### config.mk
export PLATFORM = sky130hd
export DESIGN_NAME = ffa_alu
export DESIGN_NICKNAME = d
export VERILOG_FILES = /design/src/rtl/first_fit_free_list_allocator_top_defines.svh /design/src/rtl/ffa_pkg.sv /design/src/rtl/ffa_alu.sv
export SDC_FILE = /design/constraint.sdc
export NUM_CORES = 1
export LEC_CHECK = 0
export BUFFER_PORTS_ARGS = -buffer_cell sky130_fd_sc_hd__buf_2
export CORE_MARGIN = 1.5
export CORE_UTILIZATION = 30
export DETAILED_ROUTE_END_ITERATION = 12
export PLACE_DENSITY_LB_ADDON = 0.12
export SYNTH_ARGS = -nofsm -noshare
export SYNTH_HDL_FRONTEND = slang
export SYNTH_SLANG_ARGS = --single-unit
export TNS_END_PERCENT = 30
### constraint.sdc
create_clock -name vclk -period 3.9
set_clock_uncertainty 0.1 [all_clocks]
set_input_delay 0.195 -clock vclk [all_inputs]
set_output_delay 0.195 -clock vclk [all_outputs]
set_load 0.005 [all_outputs]
### src/rtl/first_fit_free_list_allocator_top_defines.svh
// Assertion macros shared by the allocator RTL.
`ifndef FIRST_FIT_FREE_LIST_ALLOCATOR_TOP_DEFINES_SVH
`define FIRST_FIT_FREE_LIST_ALLOCATOR_TOP_DEFINES_SVH

// Check a condition in the same cycle as its trigger.
`define FFA_ASSERT_NOW(lbl, clk_i, rstn_i, ante, cons) \
	lbl: assert property (@(posedge clk_i) disable iff (!rstn_i) (ante) |-> (cons)) \
		else $error("allocator check failed in trigger cycle");

// Check a condition in the cycle after its trigger.
`define FFA_ASSERT_NEXT(lbl, clk_i, rstn_i, ante, cons) \
	lbl: assert property (@(posedge clk_i) disable iff (!rstn_i) (ante) |=> (cons)) \
		else $error("allocator check failed in cycle after trigger");

`endif

### src/rtl/ffa_pkg.sv
// Types, constants and codes of the first-fit free-region allocator.
package ffa_pkg;

	localparam int MAX_REGIONS = 4096;
	localparam int IDX_W       = $clog2(MAX_REGIONS);
	localparam int CNT_W       = $clog2(MAX_REGIONS + 1);

	localparam logic [CNT_W-1:0] MAX_CNT = CNT_W'(MAX_REGIONS);

	localparam logic [31:0] PAGE_ADD  = 32'h0000_0fff;
	localparam logic [31:0] PAGE_MASK = 32'hffff_f000;

	localparam logic OP_ALLOC = 1'b0;
	localparam logic OP_FREE  = 1'b1;

	typedef enum logic [1:0] {
		ST_DONE  = 2'd0,
		ST_NOFIT = 2'd1,
		ST_LOST  = 2'd2
	} status_t;

	// One table entry: a free region.
	typedef struct packed {
		logic [31:0] start;
		logic [31:0] len;
	} region_t;

	typedef struct packed {
		logic               en;
		logic [IDX_W-1:0]   addr;
		region_t            data;
	} ram_wr_t;

	// Request and response of the shared add/subtract unit.
	typedef struct packed {
		logic [31:0] a;
		logic [31:0] b;
		logic        sub;
	} alu_req_t;

	typedef struct packed {
		logic [31:0] res;
		logic        carry;
		logic        zero;
	} alu_rsp_t;

endpackage

### src/rtl/ffa_alu.sv
// Shared 32-bit add/subtract unit with carry and zero flags.
module ffa_alu (
	input  ffa_pkg::alu_req_t req,
	output ffa_pkg::alu_rsp_t rsp
);

	logic [32:0] sum;

	// Subtract as add of the inverted operand plus one; carry set means a >= b.
	assign sum = {1'b0, req.a} + {1'b0, req.b ^ {32{req.sub}}} + {32'd0, req.sub};

	assign rsp.res   = sum[31:0];
	assign rsp.carry = sum[32];
	assign rsp.zero  = (sum[31:0] == 32'd0);

endmodule

==> impl_metrics.tcl, run 1 <==
set metrics [dict create \
    cp.arrival_ns 3.68 \
    wire_per_inst_um 13.1 \
    worst_pin_slew_ns 0.500 \
    final_nets 651 \
    cp_num_buf_inv 3 \
    rows 32 \
    crit_path_max_fanout 6 \
    ioPinCount 99 \
    clock_buffers 0 \
    core_um2 7690 \
    finalHoldViolCount 0 \
    gp_congestion 0.933 \
    final_common_cell "buf_4" \
    portBuffers 99 \
    slew_headroom_pct 66.2 \
    yosysWarnings 0 \
    place_area_um2 3810 \
    cp.depth 14 \
    grt_pass1_vias 3210 \
    netlist_area_um2 2380 \
    clock.fmax_ghz 0.252 \
    status "finished with violations" \
    critPathTopFamily "simple AND/OR/NAND/NOR gates" \
    fin_crit_ns 3.98 \
    grt-ovfl-total 0 \
    initial_core_util_pct 30.9 \
    synth_compound_area_share_pct 35.3 \
    route.detailed.drc 0 \
    grt_setup_unrepaired "yes" \
    dieArea_um2 8460 \
    power_density_nw_per_um2 263 \
    grt_start_max_net_pins 12 \
    design_area_um2 4220 \
    antenna_cells 0 \
    worst_setup_path_end_kind "primary output" \
    dp_hpwl_um 7010 \
    vias 3273 \
    max-cap-violations 0 \
    synth.distinct_cells 61 \
    path_cells "buf_16 > buf_8 > xor2_2 > ha_2 > a211oi_2 > or3b_4 > o211ai_1 > and3b_1 > o22ai_2 > nor4_2 > or4b_4 > or4_4 > nor4_4 > buf_2" \
    setup_viol 1 \
    synth_adder_area_share_pct 18.7 \
    syn_area_per_cell_um2 7.14 \
    yosys.area_share.xor_xnor_pct 18.1 \
    finalWorstSetupSlack_ns -0.0756 \
    nFlopsAndLatches 0 \
    max_stage_delay_ns 0.55 \
    drt_pass1_iterations 4 \
    hp-class "input pin to primary output" \
    fp.dieH_um 92.0 \
    n_fill_cell 779 \
    seq_area_frac_synth_pct 0 \
    grt_pass1_wl_um 14000 \
    whs_endpoint "rsp[2]" \
    p_leak_nw 2.12 \
    p_total_mw 1.11 \
    critPathKind "input pin to primary output" \
    area.growth.synth_to_final_pct 77.6 \
    critical_path_required_ns 3.61 \
    hp-start "req[33]" \
    antenna_found_initial 0 \
    drt-total-wl_um 8520 \
    regArea_um2 0 \
    holdPathStages 3 \
    drtIter0Drc 62 \
    synth_mux_area_share_pct 0.579 \
    fp.dieW_um 92.0 \
    finalSetupTns_ns -0.0756 \
    failed_checks "setup timing" \
    crit_path_start_kind "input pin" \
    cpMaxStageDelayCell "or4_4" \
    slew_violations 0 \
    dpl_worst_slack_ns -0.328 \
    synthSimpleGateAreaFrac_pct 22.7 \
    finalCritPeriodShare_pct 102 \
    avgViaCountPerCell 5.03 \
    most-common-layout-cells "buf_4, buf_2, xor2_1" \
    grt_usage_pct 19.5 \
    syn_inst 333 \
    synth_top_family_by_area "compound AO/OA/AOI/OAI gates" \
    antenna_left 0 \
    synthesis.nets 433 \
    ir_worst_vdd_uv 159 \
    postCtsHoldBufs 0 \
    drive_above_1_share_pct 51.4 \
]
cell type report:
type | instances | area [µm²] | share of cell area [%]
Multi-Input combinational cell | 305 | 2470 | 58.5
Timing Repair Buffer | 231 | 1570 | 37.3
Tap cell | 102 | 128 | 3.02
Inverter | 13 | 48.8 | 1.16
synth_stat cells (2+ instances only):
| cell type | number | area share (%) |
|---|---|---|
| and3_1 | 4 | 1.1 |
| nand4_1 | 4 | 1.1 |
| buf_1 | 3 | 0.47 |
| o31a_1 | 2 | 0.74 |
| a21o_1 | 12 | 3.8 |
| a211oi_1 | 2 | 0.63 |
| nor3_1 | 11 | 2.3 |
| nor3b_1 | 3 | 0.95 |
| or4_1 | 3 | 0.95 |
| a221oi_1 | 2 | 0.74 |
| nor2_1 | 20 | 3.2 |
| o21a_1 | 8 | 2.5 |
| a21boi_0 | 4 | 1.3 |
| o211ai_1 | 9 | 2.8 |
| nor4_1 | 3 | 0.79 |
| a211o_1 | 4 | 1.5 |
| nand3_1 | 7 | 1.5 |
| clkbuf_1 | 11 | 1.7 |
| and2_1 | 7 | 1.8 |
| xnor2_1 | 10 | 3.7 |
| nand2b_1 | 2 | 0.53 |
| o22ai_1 | 2 | 0.53 |
| or3_1 | 2 | 0.53 |
| o311ai_0 | 2 | 0.74 |
| nand2_1 | 21 | 3.3 |
| and3b_1 | 3 | 1.1 |
| o21ai_1 | 3 | 0.63 |
| xor2_1 | 39 | 14 |
| o21ai_0 | 16 | 3.4 |
| a21oi_1 | 31 | 6.5 |
| inv_1 | 13 | 2.1 |
| or4b_1 | 2 | 0.84 |
| ha_1 | 34 | 18 |
| a31oi_1 | 7 | 1.8 |
worst max-delay path by stage:
stage | startpoint | endpoint | slack [ns]
2_1_floorplan | req[0] | rsp[0] | 0.04
3_3_place_gp | req[0] | rsp[0] | -0.31
3_5_place_dp | req[0] | rsp[0] | -0.33
4_1_cts | req[0] | rsp[0] | 0.02
5_1_grt | req[0] | rsp[0] | -0.25
6_report | req[0] | rsp[0] | -0.08
per-layer routing:
metal,track usage [%],up-vias,wire length (µm)
li1,-,1698,-
met1,24.5,1497,3660
met2,38.1,74,4520
met3,0.580,4,296
met4,1.28,0,50
met5,0,-,0
stage by stage:
| step | std cells | hold WS, ns | utilization (%) |
|---|---|---|---|
| 2_1_floorplan | 333 | 0.348 | - |
| 3_3_place_gp | 633 | 0.580 | 49.5 |
| 3_5_place_dp | 633 | 0.594 | 49.5 |
| 4_1_cts | 641 | 0.594 | 52.2 |
| 5_1_grt | 651 | 0.608 | 54.9 |
| 6_report | 651 | 0.590 | 54.9 |
where the power goes:
part           internal, mW  switching (mW)
clock                     0               0
combinational         0.594           0.515
sequential                0               0
cell families (layout without fill, tap and decap cells):
| family | Yosys count | count (layout) |
|---|---|---|
| AND/OR/NAND/NOR | 99 | 99 |
| buffers and inverters | 28 | 244 |
| adder cells (fa/ha/maj) | 35 | 35 |
| XOR/XNOR | 49 | 49 |
| AO/OA/AOI/OAI | 121 | 121 |
| multiplexers | 1 | 1 |
timing repair:
item                                    in CTS  in global routing
buffers inserted                             9                  9
gates cloned                                 1                  1
pin swaps                                   23                 23
endpoints found under the setup margin       2                  1
resized for setup                           32                 26
(Power assumes the default switching activity.)
==> run 2: changes to the inputs <==
--- a/config.mk
+++ b/config.mk
@@ -7,7 +7,7 @@
 export LEC_CHECK = 0
 export BUFFER_PORTS_ARGS = -buffer_cell sky130_fd_sc_hd__buf_2
 export CORE_MARGIN = 1.5
-export CORE_UTILIZATION = 30
+export CORE_UTILIZATION = 47
 export DETAILED_ROUTE_END_ITERATION = 12
 export PLACE_DENSITY_LB_ADDON = 0.12
 export SYNTH_ARGS = -nofsm -noshare
==> run 2 against run 1 <==
  * The run now ends clean
  * Final area fell by 14%
  * Count of clock-buffer cells in the layout did not move
  * Non-clock buffer count fell by 45
  * Combinational power fell by 15%
  * Wire length fell by 10%
  * Global-route usage rose by 6.8 points
  * Critical path type unchanged
  * Critical endpoint unchanged
  * Highest routed layer unchanged
==> impl_metrics.tcl, run 2 (same netlist as run 1, synthesis figures left out) <==
set metrics [dict create \
    power_density_nw_per_um2 262 \
    antenna_cells 0 \
    worst_setup_path_end_kind "primary output" \
    n_fill_cell 416 \
    final_common_cell "buf_2" \
    clock_buffers 0 \
    ir_worst_vdd_uv 144 \
    drt_pass1_iterations 4 \
    multiInputGateArea_um2 2320 \
    fp.dieW_um 74.1 \
    regArea_um2 0 \
    drtIter0Drc 131 \
    drive_above_1_share_pct 41.3 \
    grt_setup_unrepaired "yes" \
    grt_usage_pct 26.3 \
    drt-total-wl_um 7660 \
    fin_crit_ns 3.87 \
    hp-class "input pin to primary output" \
    clockPowerShare_pct 0 \
    antenna_found_initial 0 \
    wire_per_inst_um 13.4 \
    antenna_left 0 \
    critPathKind "input pin to primary output" \
    most-common-layout-cells "buf_2, buf_4, xor2_1" \
    finalCritPeriodShare_pct 99.2 \
    nFlopsAndLatches 0 \
    dp_hpwl_um 6580 \
    slew_violations 0 \
    seqPwrFrac_pct 0 \
    fin_util_pct 75.4 \
    p_leak_nw 1.85 \
    dpl_worst_slack_ns -0.211 \
    dieArea_um2 5490 \
    sw_frac_of_total_pct 49.5 \
    vias 3145 \
    fp.dieH_um 74.1 \
    portBuffers 99 \
    cp.arrival_ns 3.57 \
    worst_pin_slew_ns 0.534 \
    core_um2 4790 \
    whs_ns 0.581 \
    grt_start_max_net_pins 12 \
    clock.fmax_ghz 0.258 \
    p_sw_mw 0.468 \
    crit_path_start_kind "input pin" \
    rows 25 \
    finalHoldViolCount 0 \
    avgViaCountPerCell 5.51 \
    grt_pass1_vias 2840 \
    internal-power_mw 0.477 \
    route.detailed.drc 0 \
    status "finished, final reports clean" \
    slew_headroom_pct 63.8 \
    p_total_mw 0.945 \
    ioPinCount 99 \
    final_nets 606 \
    gp_congestion 0.911 \
    max-cap-violations 0 \
    area.growth.synth_to_final_pct 51.9 \
    initial_core_util_pct 49.6 \
    setup_viol 0 \
    finalWorstSetupSlack_ns 0.0310 \
    critical_path_required_ns 3.61 \
    power_frac_comb_pct 100.0 \
    grt-ovfl-total 0 \
    grt_pass1_wl_um 11900 \
    crit_path_max_fanout 11 \
]
[run 2: cell count changes in the layout (fill, tap and decap cells not counted), sizes merged]
cell and delta:
clkbuf -1, buf -44
[run 2: worst max-delay path, cell delays in order]
cell and delay (ns):
buf_6 0.13, buf_4 0.15, xor2_1 0.15, ha_2 0.18, a211oi_2 0.25, or3b_4 0.41
o211ai_1 0.34, buf_4 0.18, a21oi_1 0.07, nor3_1 0.16, nor2_1 0.10, or4b_1 0.53
or4_4 0.44, nor4_2 0.14, buf_2 0.15
[run 2: area by class of cell]
cell class / count / area share [%]
well taps: 67 / 2.32
inverters: 13 / 1.35
repair buffers: 186 / 32.1
multi-input cells: 305 / 64.2
[run 2: per-stage QoR]
stage | setup TNS (ns) | std cells | instance area [µm²]
2_1_floorplan | 0 | 333 | 2390
3_3_place_gp | -0.134 | 566 | 3510
3_5_place_dp | -0.211 | 566 | 3510
4_1_cts | 0 | 568 | 3560
5_1_grt | -0.152 | 571 | 3610
6_report | 0 | 571 | 3610
[run 2: worst paths after layout]
path | from | cells past startpoint | to
worst min-delay path | req[33] | 3 | rsp[2]
worst max-delay path | req[0] | 15 | rsp[0]
[run 2: what timing repair did]
item / in CTS / in global routing
resized for setup: 11 / 11
pin swaps: 8 / 5
setup buffers: 2 / 3
hold buffers: 0 / 0
endpoints found under the setup margin: 1 / 1
endpoints found under the hold margin: 0 / 0
[run 2: layer usage]
| metal | track usage, % | up-vias | share of wire [%] |
|---|---|---|---|
| met2 | 50.0 | 106 | 51 |
| met1 | 33.5 | 1433 | 43 |
| li1 | - | 1597 | - |
| met5 | 0 | - | 0 |
| met4 | 3.70 | 0 | 1.2 |
| met3 | 0.678 | 9 | 4.5 |
[run 2: power by group through the flow]
stage	Clock [mW]	Combinational (mW)	Sequential (mW)
6_report	0	0.945	0
5_1_grt	0	1.03	0
4_1_cts	0	0.926	0
3_5_place_dp	0	0.909	0
3_3_place_gp	0	0.892	0
2_1_floorplan	0	0.498	0
==> run 3: changes to the inputs <==
--- a/config.mk
+++ b/config.mk
@@ -5,9 +5,10 @@
 export SDC_FILE = /design/constraint.sdc
 export NUM_CORES = 1
 export LEC_CHECK = 0
-export BUFFER_PORTS_ARGS = -buffer_cell sky130_fd_sc_hd__buf_2
+export BUFFER_PORTS_ARGS = -buffer_cell sky130_fd_sc_hd__clkbuf_2
+export CORE_ASPECT_RATIO = 0.6
 export CORE_MARGIN = 1.5
-export CORE_UTILIZATION = 47
+export CORE_UTILIZATION = 50
 export DETAILED_ROUTE_END_ITERATION = 12
 export PLACE_DENSITY_LB_ADDON = 0.12
 export SYNTH_ARGS = -nofsm -noshare
==> constraint.sdc (replaced) <==
create_clock -name vclk -period 3.6
set_clock_uncertainty 0.1 [all_clocks]
set_input_delay 0.18 -clock vclk [all_inputs]
set_output_delay 0.18 -clock vclk [all_outputs]
set_load 0.005 [all_outputs]
==> run 3 against run 2 <==
  * The run now ends with setup timing left
  * Critical path depth decreased by 1
  * Final cell count increased by 7.2%
  * Wire length increased by 51%
  * Via count increased by 21%
  * Combinational power increased by 35%
  * Sequential share of layout area unchanged
  * Final area increased by 13%
  * First-iteration DRC count increased to 3.1 times the previous value
  * Count of clock-buffer cells in the layout unchanged
  * Global-route usage increased by 13 points
  * Largest cell class unchanged
==> impl_metrics.tcl, run 3 (same netlist as run 1, synthesis figures left out) <==
set metrics [dict create \
    status "finished with violations" \
    failed_checks "setup timing" \
    rows 19 \
    finalCritPeriodShare_pct 112 \
    wire_per_inst_um 18.9 \
    place_area_um2 3820 \
    worst_setup_path_end_kind "primary output" \
    clock.fmax_ghz 0.248 \
    grt_start_max_net_pins 11 \
    initial_core_util_pct 52.1 \
    power_density_nw_per_um2 314 \
    hp-class "input pin to primary output" \
    antenna_left 0 \
    slew_headroom_pct 46.7 \
    drtIter0Drc 404 \
    fp.dieW_um 92.0 \
    cp.arrival_ns 3.76 \
    fin_util_pct 89.4 \
    postCtsHoldBufs 0 \
    setup_viol 1 \
    drive_above_1_share_pct 49.9 \
    max_stage_delay_ns 0.53 \
    route.detailed.drc 0 \
    final_common_cell "buf_4" \
    design_area_um2 4080 \
    dieArea_um2 5190 \
    dp.cells 601 \
    cp_num_buf_inv 4 \
    clock_buffers 0 \
    portBuffers 99 \
    dpl_worst_slack_ns -0.563 \
    crit_path_start_kind "input pin" \
    dp_hpwl_um 7980 \
    area.growth.synth_to_final_pct 71.7 \
    critPathKind "input pin to primary output" \
    drt-total-wl_um 11600 \
    grt_usage_pct 39.8 \
    ir_worst_vdd_uv 221 \
    drt_pass1_iterations 5 \
    whs_endpoint "rsp[1]" \
    grt_setup_unrepaired "yes" \
    most-common-layout-cells "buf_4, clkbuf_2, xor2_1" \
    grt_pass1_vias 3342 \
    path_cells "clkbuf_16 > buf_12 > xor2_1 > ha_1 > nand4_1 > buf_4 > o31a_1 > and2_4 > o21a_1 > o211ai_1 > or4b_4 > or4_4 > nor4_2 > buf_2" \
    max-cap-violations 0 \
    final_nets 651 \
    gp_congestion 0.978 \
    p_leak_nw 2.12 \
    cpMaxStageDelayCell "or4_4" \
    regArea_um2 0 \
    worst_pin_slew_ns 0.799 \
    nFlopsAndLatches 0 \
    slew_violations 0 \
    grt-ovfl-total 0 \
    core_um2 4560 \
    antenna_cells 0 \
    fin_cells 612 \
    crit_path_max_fanout 9 \
    hp-start "req[64]" \
    fin_crit_ns 4.04 \
    finalHoldViolCount 0 \
    fp.dieH_um 56.4 \
    finalWorstSetupSlack_ns -0.437 \
    grt_pass1_wl_um 16600 \
    antenna_found_initial 0 \
    vias 3795 \
    ioPinCount 99 \
    holdPathStages 4 \
    critical_path_required_ns 3.32 \
    critPathTopFamily "simple AND/OR/NAND/NOR gates" \
    avgViaCountPerCell 6.20 \
]
## run 3: changes by cell type in the layout (fill, tap and decap cells not counted), moves of 4 or more
cell	previous run	this run
clkbuf_2	0	97
a21oi_1	31	27
a21oi_2	0	4
buf_4	86	129
buf_2	98	1
## run 3: area by class of cell
class              instances  area, µm²
fillers                  234        484
inverters                 13       48.8
multi-input cells        305       2430
well taps                 63       78.8
repair buffers           231       1530
## run 3: timing repair
action / 4_1_cts / 5_1_grt
gates resized for setup: 19 / 26
setup endpoints to repair: 2 / 4
buffers inserted: 3 / 8
pin swaps: 15 / 15
cloned: 0 / 0
hold endpoints to repair: 0 / 0
## run 3: through the flow
| step | power, mW | hold slack, ns | setup TNS [ns] |
|---|---|---|---|
| 6_report | 1.28 | 0.650 | -0.437 |
| 5_1_grt | 1.35 | 0.680 | -0.505 |
| 4_1_cts | 1.15 | 0.658 | -0.290 |
| 3_5_place_dp | 1.12 | 0.644 | -0.625 |
| 3_3_place_gp | 1.08 | 0.640 | -0.418 |
| 2_1_floorplan | 0.546 | 0.318 | -0.0928 |
## run 3: worst max path at each step
stage	start	endpoint	slack, ns	depth (start not counted)
floorplan	req[0]	rsp[0]	-0.09	13
CTS	req[0]	rsp[0]	-0.29	14
finish	req[0]	rsp[0]	-0.44	14
detailed placement	req[0]	rsp[0]	-0.56	15
global route	req[0]	rsp[0]	-0.50	15
global placement	req[0]	rsp[0]	-0.37	15
## run 3: layer usage
layer / GRT usage [%] / vias up / routed length, µm
met1: 54.6 / 1733 / 4560
met5: 0 / - / 0
met4: 8.35 / 0 / 481
li1: - / 1685 / -
met3: 4.34 / 58 / 1330
met2: 67.4 / 319 / 5190
## run 3: power breakdown
group | switching, mW | internal, mW
Sequential | 0 | 0
Combinational | 0.642 | 0.638
Clock | 0 | 0
